File: config.mk
export PLATFORM = sky130hd
export DESIGN_NAME = conv3x3_maxpool2x2_stream
export DESIGN_NICKNAME = d
export VERILOG_FILES = /design/src/rtl/core/c3mp_pkg.sv /design/src/rtl/core/c3mp_line_window.sv /design/src/rtl/core/c3mp_mac_cell.sv /design/src/rtl/core/c3mp_pool.sv /design/src/rtl/core/conv3x3_maxpool2x2_stream.sv
export SDC_FILE = /design/constraint.sdc
export NUM_CORES = 2
export LEC_CHECK = 0
export BUFFER_PORTS_ARGS = -buffer_cell sky130_fd_sc_hd__buf_2
export CAP_MARGIN = 20
export CORE_MARGIN = 5
export CORE_UTILIZATION = 58
export DETAILED_ROUTE_END_ITERATION = 16
export PLACE_DENSITY = 0.77
export SLEW_MARGIN = 10
export SYNTH_ARGS = -nofsm -noshare
export SYNTH_HDL_FRONTEND = slang
export SYNTH_SLANG_ARGS = --single-unit
File: constraint.sdc
create_clock -name clk_i -period 19 [get_ports clk_i]
set_input_delay 3.8 -clock clk_i [delete_from_list [all_inputs] [get_ports clk_i]]
set_output_delay 3.8 -clock clk_i [all_outputs]
set_load 0.01 [all_outputs]
File: src/rtl/core/c3mp_pkg.sv
package c3mp_pkg;

  // Field widths that are fixed by the interface.
  localparam int IMG_W    = 7;
  localparam int OUT_BITS = 20;

  // Limits and reset values of the configuration.
  localparam int               MIN_WIDTH  = 4;
  localparam logic [IMG_W-1:0] IMG_W_RST  = 7'd64;
  localparam int               KERNEL_CENTRE = 8;
  localparam int               KERNEL_EDGE   = -1;

  // Saturation bounds of a convolution result.
  localparam logic signed [OUT_BITS-1:0] OUT_MAX = {1'b0, {(OUT_BITS-1){1'b1}}};
  localparam logic signed [OUT_BITS-1:0] OUT_MIN = {1'b1, {(OUT_BITS-1){1'b0}}};

  // Configuration register indexes.
  typedef enum logic [1:0] {
    REG_IMAGE_WIDTH = 2'd0,
    REG_KERNEL_TOP  = 2'd1,
    REG_KERNEL_MID  = 2'd2,
    REG_KERNEL_BOT  = 2'd3
  } cfg_reg_e;

  // Control that travels with every pixel beat down the pipeline.
  typedef struct packed {
    logic valid;
    logic act;
    logic odd_row;
    logic odd_col;
    logic row_end;
    logic frame_last;
  } pool_ctrl_t;

  // Larger of two pooled candidates.
  function automatic logic signed [OUT_BITS-1:0] pool_max(
    input logic signed [OUT_BITS-1:0] a,
    input logic signed [OUT_BITS-1:0] b
  );
    return (b >= a) ? b : a;
  endfunction

endpackage

File: src/rtl/core/c3mp_line_window.sv
module c3mp_line_window
  import c3mp_pkg::*;
#(
  parameter int PIXEL_BITS = 8,
  parameter int MAX_WIDTH  = 64,
  parameter int PC_W       = 5,
  parameter int ADDR_W     = $clog2(MAX_WIDTH)
) (
  input  logic                       clk_i,
  input  logic                       rst_ni,
  input  logic                       adv_i,
  input  pool_ctrl_t                 ctrl_i,
  input  logic [PC_W-1:0]            pc_i,
  input  logic [ADDR_W-1:0]          addr_i,
  input  logic [PIXEL_BITS-1:0]      pixel_i,
  output pool_ctrl_t                 ctrl_o,
  output logic [PC_W-1:0]            pc_o,
  output logic [8:0][PIXEL_BITS-1:0] taps_o
);

  logic [PIXEL_BITS-1:0] line_a [MAX_WIDTH];
  logic [PIXEL_BITS-1:0] line_b [MAX_WIDTH];

  pool_ctrl_t            s1_ctrl_q, win_ctrl_q;
  logic [PC_W-1:0]       s1_pc_q, win_pc_q;
  logic [ADDR_W-1:0]     s1_addr_q;
  logic [PIXEL_BITS-1:0] s1_pix_q;
  logic [PIXEL_BITS-1:0] rd_a_q, rd_b_q;
  logic                  byp_q;
  logic [PIXEL_BITS-1:0] byp_a_q, byp_b_q;
  logic [PIXEL_BITS-1:0] a_eff, b_eff;

  logic [2:0][2:0][PIXEL_BITS-1:0] win_q, win_d;

  // Line store reads for the beat being accepted.
  always_ff @(posedge clk_i) begin
    if (adv_i && ctrl_i.valid) begin
      rd_a_q <= line_a[addr_i];
      rd_b_q <= line_b[addr_i];
    end
  end

  // Line store writes for the beat leaving the first stage.
  always_ff @(posedge clk_i) begin
    if (adv_i && s1_ctrl_q.valid) begin
      line_a[s1_addr_q] <= s1_pix_q;
      line_b[s1_addr_q] <= a_eff;
    end
  end

  // A beat that lands on the column being written in the same cycle sees the
  // old contents, so the fresh values are forwarded instead.
  always_ff @(posedge clk_i) begin
    if (adv_i && ctrl_i.valid) begin
      byp_q   <= s1_ctrl_q.valid && (s1_addr_q == addr_i);
      byp_a_q <= s1_pix_q;
      byp_b_q <= a_eff;
    end
  end

  assign a_eff = byp_q ? byp_a_q : rd_a_q;
  assign b_eff = byp_q ? byp_b_q : rd_b_q;

  // First stage registers.
  always_ff @(posedge clk_i or negedge rst_ni) begin
    if (!rst_ni) begin
      s1_ctrl_q <= '0;
    end else if (adv_i) begin
      s1_ctrl_q <= ctrl_i;
    end
  end

  always_ff @(posedge clk_i) begin
    if (adv_i) begin
      s1_pc_q   <= pc_i;
      s1_addr_q <= addr_i;
      s1_pix_q  <= pixel_i;
    end
  end

  // The window shifts left by one column and takes the new column on the right.
  always_comb begin
    for (int i = 0; i < 3; i++) begin
      win_d[i][0] = win_q[i][1];
      win_d[i][1] = win_q[i][2];
    end
    win_d[0][2] = b_eff;
    win_d[1][2] = a_eff;
    win_d[2][2] = s1_pix_q;
  end

  always_ff @(posedge clk_i or negedge rst_ni) begin
    if (!rst_ni) begin
      win_q      <= '0;
      win_ctrl_q <= '0;
    end else if (adv_i) begin
      win_ctrl_q <= s1_ctrl_q;
      if (s1_ctrl_q.valid) begin
        win_q <= win_d;
      end
    end
  end

  always_ff @(posedge clk_i) begin
    if (adv_i) begin
      win_pc_q <= s1_pc_q;
    end
  end

  // Taps in row-major order, oldest row and oldest column first.
  always_comb begin
    for (int i = 0; i < 3; i++) begin
      for (int j = 0; j < 3; j++) begin
        taps_o[3*i+j] = win_q[i][j];
      end
    end
  end

  assign ctrl_o = win_ctrl_q;
  assign pc_o   = win_pc_q;

endmodule

File: src/rtl/core/c3mp_mac_cell.sv
module c3mp_mac_cell
  import c3mp_pkg::*;
#(
  parameter int PIXEL_BITS = 8,
  parameter int COEF_BITS  = 8,
  parameter int SUM_W      = 21,
  parameter int PC_W       = 5
) (
  input  logic                        clk_i,
  input  logic                        rst_ni,
  input  logic                        adv_i,
  input  logic signed [COEF_BITS-1:0] coef_i,
  input  pool_ctrl_t                  ctrl_i,
  input  logic [PC_W-1:0]             pc_i,
  input  logic signed [SUM_W-1:0]     sum_i,
  input  logic [8:0][PIXEL_BITS-1:0]  taps_i,
  output pool_ctrl_t                  ctrl_o,
  output logic [PC_W-1:0]             pc_o,
  output logic signed [SUM_W-1:0]     sum_o,
  output logic [8:0][PIXEL_BITS-1:0]  taps_o
);

  logic signed [PIXEL_BITS+COEF_BITS:0] prod;
  logic signed [SUM_W-1:0]              sum_d, sum_q;
  pool_ctrl_t                           ctrl_q;
  logic [PC_W-1:0]                      pc_q;
  logic [8:0][PIXEL_BITS-1:0]           taps_q;

  // This cell's tap is always the lowest one; the rest move down a place.
  assign prod  = $signed({1'b0, taps_i[0]}) * coef_i;
  assign sum_d = sum_i + SUM_W'(prod);

  always_ff @(posedge clk_i or negedge rst_ni) begin
    if (!rst_ni) begin
      ctrl_q <= '0;
    end else if (adv_i) begin
      ctrl_q <= ctrl_i;
    end
  end

  always_ff @(posedge clk_i) begin
    if (adv_i) begin
      pc_q        <= pc_i;
      sum_q       <= sum_d;
      taps_q[7:0] <= taps_i[8:1];
      taps_q[8]   <= '0;
    end
  end

  assign ctrl_o = ctrl_q;
  assign pc_o   = pc_q;
  assign sum_o  = sum_q;
  assign taps_o = taps_q;

endmodule

File: src/rtl/core/c3mp_pool.sv
module c3mp_pool
  import c3mp_pkg::*;
#(
  parameter int SUM_W = 21,
  parameter int DEPTH = 32,
  parameter int PC_W  = $clog2(DEPTH)
) (
  input  logic                       clk_i,
  input  logic                       rst_ni,
  input  logic                       adv_i,
  input  pool_ctrl_t                 ctrl_i,
  input  logic [PC_W-1:0]            pc_i,
  input  logic signed [SUM_W-1:0]    sum_i,
  output logic                       out_valid_o,
  output logic signed [OUT_BITS-1:0] pooled_value_o,
  output logic                       row_end_o,
  output logic                       frame_last_o
);

  localparam int XW = (SUM_W > OUT_BITS) ? SUM_W : OUT_BITS;

  logic signed [OUT_BITS-1:0] row_part [DEPTH];

  logic signed [XW-1:0]       sum_x;
  logic signed [OUT_BITS-1:0] sat;
  pool_ctrl_t                 p1_ctrl_q;
  logic [PC_W-1:0]            p1_pc_q;
  logic signed [OUT_BITS-1:0] p1_sat_q, p1_row_q;
  logic signed [OUT_BITS-1:0] left_q, left_d;
  logic signed [OUT_BITS-1:0] left_max;
  logic                       emit;

  logic                       out_valid_q;
  logic signed [OUT_BITS-1:0] pooled_q;
  logic                       row_end_q, frame_last_q;

  // Clamp the convolution sum to the output range.
  always_comb begin
    sum_x = XW'(sum_i);
    if (sum_x > XW'(OUT_MAX)) begin
      sat = OUT_MAX;
    end else if (sum_x < XW'(OUT_MIN)) begin
      sat = OUT_MIN;
    end else begin
      sat = sum_x[OUT_BITS-1:0];
    end
  end

  // First stage: saturated value and the partial of the upper map row.
  always_ff @(posedge clk_i or negedge rst_ni) begin
    if (!rst_ni) begin
      p1_ctrl_q <= '0;
    end else if (adv_i) begin
      p1_ctrl_q <= ctrl_i;
    end
  end

  always_ff @(posedge clk_i) begin
    if (adv_i) begin
      p1_pc_q  <= pc_i;
      p1_sat_q <= sat;
      p1_row_q <= row_part[pc_i];
    end
  end

  assign left_max = pool_max(left_q, p1_sat_q);
  assign emit     = p1_ctrl_q.valid && p1_ctrl_q.act && p1_ctrl_q.odd_row &&
                    p1_ctrl_q.odd_col;

  // The upper row of a block leaves its maximum per pooled column.
  always_ff @(posedge clk_i) begin
    if (adv_i && p1_ctrl_q.valid && p1_ctrl_q.act && !p1_ctrl_q.odd_row &&
        p1_ctrl_q.odd_col) begin
      row_part[p1_pc_q] <= left_max;
    end
  end

  // The left half of the block gathers in a single register.
  always_comb begin
    left_d = left_q;
    if (p1_ctrl_q.valid && p1_ctrl_q.act && !p1_ctrl_q.odd_col) begin
      if (p1_ctrl_q.odd_row) begin
        left_d = pool_max(p1_row_q, p1_sat_q);
      end else begin
        left_d = p1_sat_q;
      end
    end
  end

  always_ff @(posedge clk_i or negedge rst_ni) begin
    if (!rst_ni) begin
      left_q      <= '0;
      out_valid_q <= 1'b0;
    end else if (adv_i) begin
      left_q      <= left_d;
      out_valid_q <= emit;
    end
  end

  // Output register.
  always_ff @(posedge clk_i) begin
    if (adv_i) begin
      pooled_q     <= left_max;
      row_end_q    <= p1_ctrl_q.row_end;
      frame_last_q <= p1_ctrl_q.frame_last;
    end
  end

  assign out_valid_o    = out_valid_q;
  assign pooled_value_o = pooled_q;
  assign row_end_o      = row_end_q;
  assign frame_last_o   = frame_last_q;

endmodule

File: src/rtl/core/conv3x3_maxpool2x2_stream.sv
// Results are registered in the line window, every multiply-accumulate cell and the pool.
// Throughput: one pixel per cycle while the output is not stalled, with at most one pooled
// value per four pixels; the nine cells and two line stores each take a beat every cycle.
// Reset clears the position counters, the pixel window and the pool partial, sets the
// width to 64 and the kernel to a Laplacian; line stores and row partials are not cleared.
module conv3x3_maxpool2x2_stream
  import c3mp_pkg::*;
#(
  parameter int MAX_WIDTH  = 64,
  parameter int PIXEL_BITS = 8,
  parameter int COEF_BITS  = 8,
  localparam int KROW_W    = 3 * COEF_BITS,
  localparam int CFG_W     = (KROW_W > IMG_W) ? KROW_W : IMG_W
) (
  input  logic                       clk_i,
  input  logic                       rst_ni,
  input  logic                       in_valid_i,
  output logic                       in_stall_o,
  input  logic [PIXEL_BITS-1:0]      pixel_value_i,
  input  logic                       frame_start_i,
  output logic                       out_valid_o,
  input  logic                       out_stall_i,
  output logic signed [OUT_BITS-1:0] pooled_value_o,
  output logic                       row_end_o,
  output logic                       frame_last_o,
  input  logic                       cfg_valid_i,
  output logic                       cfg_ready_o,
  input  logic [1:0]                 cfg_index_i,
  input  logic [CFG_W-1:0]           cfg_data_i
);

  localparam int WW     = $clog2(MAX_WIDTH + 1);
  localparam int EW     = (WW > IMG_W) ? WW : IMG_W;
  localparam int ADDR_W = $clog2(MAX_WIDTH);
  localparam int DEPTH  = MAX_WIDTH / 2;
  localparam int PC_W   = $clog2(DEPTH);
  localparam int SUM_W  = PIXEL_BITS + COEF_BITS + 5;

  localparam logic [KROW_W-1:0] KROW_EDGE_RST = {3{COEF_BITS'(KERNEL_EDGE)}};
  localparam logic [KROW_W-1:0] KROW_MID_RST  =
    {COEF_BITS'(KERNEL_EDGE), COEF_BITS'(KERNEL_CENTRE), COEF_BITS'(KERNEL_EDGE)};

  logic                   adv;
  logic [IMG_W-1:0]       img_w_q;
  logic [2:0][KROW_W-1:0] kern_q;
  logic [EW-1:0]          w_ext;
  logic [WW-1:0]          weff;

  logic [WW-1:0] row_q, col_q, row_d, col_d;
  logic [WW-1:0] r_cur, c_cur;
  logic [WW-1:0] cr, cc, pr, pc_w, p_num;
  pool_ctrl_t    ctrl0;

  pool_ctrl_t                 ctrl_c [10];
  logic [PC_W-1:0]            pc_c   [10];
  logic signed [SUM_W-1:0]    sum_c  [10];
  logic [8:0][PIXEL_BITS-1:0] taps_c [9];
  logic signed [COEF_BITS-1:0] coef_c [9];

  // The pipeline moves whenever the output register is free or being emptied.
  assign adv         = !out_valid_o || !out_stall_i;
  assign in_stall_o  = !adv;
  assign cfg_ready_o = 1'b1;

  // Configuration registers.
  always_ff @(posedge clk_i or negedge rst_ni) begin
    if (!rst_ni) begin
      img_w_q   <= IMG_W_RST;
      kern_q[0] <= KROW_EDGE_RST;
      kern_q[1] <= KROW_MID_RST;
      kern_q[2] <= KROW_EDGE_RST;
    end else if (cfg_valid_i && cfg_ready_o) begin
      case (cfg_reg_e'(cfg_index_i))
        REG_IMAGE_WIDTH: img_w_q   <= cfg_data_i[IMG_W-1:0];
        REG_KERNEL_TOP:  kern_q[0] <= cfg_data_i[KROW_W-1:0];
        REG_KERNEL_MID:  kern_q[1] <= cfg_data_i[KROW_W-1:0];
        REG_KERNEL_BOT:  kern_q[2] <= cfg_data_i[KROW_W-1:0];
        default: ;
      endcase
    end
  end

  // Width in use, held within the supported range.
  always_comb begin
    w_ext = EW'(img_w_q);
    if (w_ext < EW'(MIN_WIDTH)) begin
      w_ext = EW'(MIN_WIDTH);
    end else if (w_ext > EW'(MAX_WIDTH)) begin
      w_ext = EW'(MAX_WIDTH);
    end
  end
  assign weff = w_ext[WW-1:0];

  // Position of the incoming pixel and of the one after it.
  always_comb begin
    r_cur = frame_start_i ? '0 : row_q;
    c_cur = frame_start_i ? '0 : col_q;
    if (c_cur >= weff) begin
      c_cur = '0;
      r_cur = r_cur + 1'b1;
    end
    if (r_cur >= weff) begin
      r_cur = '0;
    end
    if ((c_cur + 1'b1) >= weff) begin
      col_d = '0;
      row_d = ((r_cur + 1'b1) >= weff) ? '0 : r_cur + 1'b1;
    end else begin
      col_d = c_cur + 1'b1;
      row_d = r_cur;
    end
  end

  always_ff @(posedge clk_i or negedge rst_ni) begin
    if (!rst_ni) begin
      row_q <= '0;
      col_q <= '0;
    end else if (in_valid_i && adv) begin
      row_q <= row_d;
      col_q <= col_d;
    end
  end

  // Place of the pixel's convolution result within the pooled grid.
  assign cr    = r_cur - WW'(2);
  assign cc    = c_cur - WW'(2);
  assign pr    = cr >> 1;
  assign pc_w  = cc >> 1;
  assign p_num = (weff - WW'(2)) >> 1;

  always_comb begin
    ctrl0.valid      = in_valid_i;
    ctrl0.act        = (r_cur >= WW'(2)) && (c_cur >= WW'(2)) &&
                       (pr < p_num) && (pc_w < p_num);
    ctrl0.odd_row    = cr[0];
    ctrl0.odd_col    = cc[0];
    ctrl0.row_end    = (pc_w == p_num - 1'b1);
    ctrl0.frame_last = (pc_w == p_num - 1'b1) && (pr == p_num - 1'b1);
  end

  c3mp_line_window #(
    .PIXEL_BITS (PIXEL_BITS),
    .MAX_WIDTH  (MAX_WIDTH),
    .PC_W       (PC_W),
    .ADDR_W     (ADDR_W)
  ) u_line (
    .clk_i   (clk_i),
    .rst_ni  (rst_ni),
    .adv_i   (adv),
    .ctrl_i  (ctrl0),
    .pc_i    (pc_w[PC_W-1:0]),
    .addr_i  (c_cur[ADDR_W-1:0]),
    .pixel_i (pixel_value_i),
    .ctrl_o  (ctrl_c[0]),
    .pc_o    (pc_c[0]),
    .taps_o  (taps_c[0])
  );

  assign sum_c[0] = '0;

  // Multiply-accumulate chain, one kernel tap per cell.
  for (genvar k = 0; k < 9; k++) begin : g_cell
    assign coef_c[k] = $signed(kern_q[k/3][(2 - (k % 3)) * COEF_BITS +: COEF_BITS]);

    if (k < 8) begin : g_mid
      c3mp_mac_cell #(
        .PIXEL_BITS (PIXEL_BITS),
        .COEF_BITS  (COEF_BITS),
        .SUM_W      (SUM_W),
        .PC_W       (PC_W)
      ) u_cell (
        .clk_i  (clk_i),
        .rst_ni (rst_ni),
        .adv_i  (adv),
        .coef_i (coef_c[k]),
        .ctrl_i (ctrl_c[k]),
        .pc_i   (pc_c[k]),
        .sum_i  (sum_c[k]),
        .taps_i (taps_c[k]),
        .ctrl_o (ctrl_c[k+1]),
        .pc_o   (pc_c[k+1]),
        .sum_o  (sum_c[k+1]),
        .taps_o (taps_c[k+1])
      );
    end else begin : g_last
      c3mp_mac_cell #(
        .PIXEL_BITS (PIXEL_BITS),
        .COEF_BITS  (COEF_BITS),
        .SUM_W      (SUM_W),
        .PC_W       (PC_W)
      ) u_cell (
        .clk_i  (clk_i),
        .rst_ni (rst_ni),
        .adv_i  (adv),
        .coef_i (coef_c[k]),
        .ctrl_i (ctrl_c[k]),
        .pc_i   (pc_c[k]),
        .sum_i  (sum_c[k]),
        .taps_i (taps_c[k]),
        .ctrl_o (ctrl_c[k+1]),
        .pc_o   (pc_c[k+1]),
        .sum_o  (sum_c[k+1]),
        .taps_o ()
      );
    end
  end

  c3mp_pool #(
    .SUM_W (SUM_W),
    .DEPTH (DEPTH),
    .PC_W  (PC_W)
  ) u_pool (
    .clk_i          (clk_i),
    .rst_ni         (rst_ni),
    .adv_i          (adv),
    .ctrl_i         (ctrl_c[9]),
    .pc_i           (pc_c[9]),
    .sum_i          (sum_c[9]),
    .out_valid_o    (out_valid_o),
    .pooled_value_o (pooled_value_o),
    .row_end_o      (row_end_o),
    .frame_last_o   (frame_last_o)
  );

endmodule
==> results by group <==
Clock tree
  – # H-tree levels: 5
  – Setup bufs post-CTS: 0
  – Num CTS Buffers: 274
  – CTS root buf: clkbuf_16
  – CTS max path bufs: 4
  – CTS Sinks: 2561
  – Hold Buf Count CTS: 0
  – Cts repair resizes: 0
  – CTS tree: built
  – Clock transition at path regs: 0.06 ns
  – Worst-skew pair later-pin latency: 0.95 ns

Power and ir drop
  – Leakage: 52.22 nW
  – P_sw: 8.626 mW
  – Clk pwr share: 0.215
  – Total power: 24.17 mW
  – Combinational power share: 0.440
  – Max VDD drop: 0.2458 mV
  – Pwr Density: 179.2 mW/mm2
  – Flop pwr share: 0.345
  – Switching portion of total power: 0.3569
  – Internal Power: 15.54 mW

STA
  – Relative max-transition margin: 0.09775
  – Final Hold Viols: 0
  – TNS Setup: 0 ns
  – Post-route setup slack: 9.145 ns
  – Setup Skew: 0.09214 ns
  – Fin crit period: 9.855 ns
  – Fin crit share: 0.5187
  – Setup violations, final: 0
  – RSZ-0062 raised after global routing: no
  – FMAX: 101.5 MHz
  – Pins Over Slew Limit: 0
  – Least-Margin Pin Slew: 1.336 ns

Yosys
  – Netlist cell types: 93
  – Seq/Total Area, Yosys: 0.6188
  – Synth area leader: edfxtp_1
  – Top post-synthesis cells by area: edfxtp_1 57%, fa_1 7.3%, ha_1 6.4%, mux4_2 4.5%, dfrtp_1 3.9%
  – #FFs+latches synth: 2561
  – Post-synth top cells: 2303 x edfxtp_1, 1156 x nand2_1, 751 x inv_1
  – Yosys top cell area share: 0.5653
  – Async S/R FF share, synth: 0.1007
  – Yosys warnings: 0
  – Mapped Cells: 8407
  – Most common cell in the netlist: edfxtp_1
  – Number of enable flip-flop cells after synthesis: 2303
  – Post-synthesis cell area: 0.1223 mm2
  – Mapped Avg Cell Area: 14.55 um2
  – Top_reg_cell synth: edfxtp_1

Floorplan
  – Die Height: 469.3 um
  – Core area: 0.2098 mm2
  – I/O pins: 65
  – Row count: 168
  – Die width: 469.3 um
  – Initial core utilization: 0.5831
  – Die area: 0.2202 mm2

Drt
  – Pre-Repair DR Iteration Count: 5
  – # DRC: 0
  – Routed length per placed instance: 23.94 um
  – Vias per std cell: 6.070
  – ANT nets after route: 0
  – Vias: 70127
  – Starting DRT DRC Count: 7291
  – Post-Route WL: 276.5 mm

Final layout
  – Finished Cell Area: 0.1349 mm2
  – Layout cell share with drive strength beyond 1: 0.1290
  – Fillers: 14588
  – Finished Layout Cells: 11553
  – Synth-to-Final Area Change: 10.28%
  – Final Net Count: 9656
  – Multi-input logic area: 0.04280 mm2
  – Sequential cell area: 0.07570 mm2

Place
  – Final HPWL DP: 168.0 mm
  – Pre-CTS setup slack: 8.332 ns
  – PortBufs: 63
  – RD Place Congestion: 0.8533
  – Placed Area: 0.1260 mm2
  – Cells after DPL: 11058

Critical path
  – Reg2reg path depth: 26
  – R2R Path Start: img_w_q[6]
  – Register-to-Register Setup Slack: 11.50 ns
  – Reg-to-reg critical path endpoint: row_q[4]
  – Crit start category: primary input
  – Worst EP required: 19.78 ns
  – CP dominant cell by count: a21o_1
  – Crit end category: flip-flop
  – Slowest-stage cell, CP: a21oi_2
  – CP max FO: 43
  – Crit path DAT: 10.63 ns
  – Peak per-stage delay on the critical path: 0.65 ns
  – Kind of critical path: in2reg

Run status
  – Status: completed

Min path
  – Hold_sp: g_cell[5].g_mid.u_cell.pc_o[3]
  – Hold endpoint: g_cell[6].g_mid.u_cell.pc_o[3]
  – Hold crit path type: reg2reg
  – Hold depth: 0

Global route
  – First-pass GRT wire length: 426.1 mm
  – Grt total ovfl: 0
  – Initial antenna violation count: 14
  – Vias in the first global route: 72324
  – Largest net degree at the start of global routing: 182
  – Total track usage: 0.2497

Flow run
  – Max-Cap Viols: 0
[kinds of logic after synthesis]
family	after synthesis	synth area share
buf+inv	1082	0.03451
simple gates	2189	0.08109
compound gates	847	0.05013
other cells	1	0.00003066
mux	464	0.06434
flops	2561	0.6188
fa+ha+maj	1074	0.1374
xor+xnor	189	0.01372
[metrics by stage]
step / utilization / hold slack [ns]
floorplan: - / 0.4003
global placement: 0.6004 / 0.4004
detailed placement: 0.6008 / 0.4045
CTS: 0.6420 / 0.3766
global route: 0.6430 / 0.3908
finish: 0.6431 / 0.3795
[sequential cells by signal (all words and copies together), names as in the netlist, 7 cells and up]
register                    cells
u_pool.p1_sat_q                20
g_cell.g_mid.u_cell.pc_o       40
g_cell.g_mid.u_cell.sum_o     161
u_line.byp_b_q                  8
col_q                           7
u_line.line_a                 512
u_line.byp_a_q                  8
u_line.line_b                 512
u_pool.row_part               640
u_pool.p1_row_q                20
u_line.taps_o                  72
row_q                           7
img_w_q                         7
u_line.rd_a_q                   8
u_pool.left_q                  20
u_line.rd_b_q                   8
u_pool.pooled_value_o          20
g_cell.g_mid.u_cell.taps_o    288
u_line.s1_pix_q                 8
g_cell.g_mid.u_cell.ctrl_o     48
g_cell.g_last.u_cell.sum_o     21
coef_c                         72
[routing by layer]
| layer | track usage | up-vias | part of all wire |
|---|---|---|---|
| met1 | 0.3344 | 35326 | 0.39 |
| met2 | 0.4058 | 3467 | 0.48 |
| met3 | 0.04947 | 631 | 0.088 |
| li1 | - | 30701 | - |
| met4 | 0.1020 | 2 | 0.043 |
| met5 | 0 | - | 0.000047 |
[power by group through the flow]
stage                     registers [mW]  clock network, mW  logic (mW)
final                               8.34               5.20        10.6
after global placement              8.43                  0        10.1
after CTS                           8.35               5.27        10.7
after detailed placement            8.45                  0        10.5
after floorplan                     8.22                  0        8.20
after global routing                8.40               5.52        12.2
[cell usage in the layout (no fill, tap or decap), drive strengths merged, types with 143 or more instances in the layout]
cell | synthesis | layout
fa | 449 | 449
dfrtp | 192 | 192
clkbuf | 207 | 354
nand3 | 153 | 153
inv | 757 | 768
nor2 | 279 | 279
and2 | 275 | 275
nand2 | 1159 | 1159
xnor2 | 158 | 158
ha | 625 | 625
mux4 | 245 | 245
edfxtp | 2303 | 2303
a21oi | 143 | 143
buf | 114 | 176
[area by class of cell]
type / count / area share
sequential: 2561 / 0.5611
clock buffer: 352 / 0.05543
multi-input combinational: 4766 / 0.3172
inverter: 761 / 0.02135
tap: 2805 / 0.02601
timing repair buffer: 178 / 0.01008
antenna: 11 / 0.0002040
clock inverter: 119 / 0.008597
[worst max-delay path: cells and delay by family]
family | cells | cell delay (ns)
adder cells (fa/ha/maj) | 4 | 1.16
buffers and inverters | 3 | 0.88
AND/OR/NAND/NOR | 9 | 1.92
AO/OA/AOI/OAI | 10 | 2.68
XOR/XNOR | 1 | 0.16
[worst max path at each step]
stage,startpoint,slack (ns),depth (start not counted),endpoint
floorplan,out_stall_i,6.21,3,u_pool.out_valid_o
finish,frame_start_i,9.14,27,row_q[4]
global route,frame_start_i,8.70,27,row_q[4]
global placement,frame_start_i,8.33,27,row_q[4]
detailed placement,frame_start_i,8.33,27,row_q[4]
CTS,frame_start_i,9.25,27,row_q[4]
No activity file was read; power rests on OpenSTA's default activity.
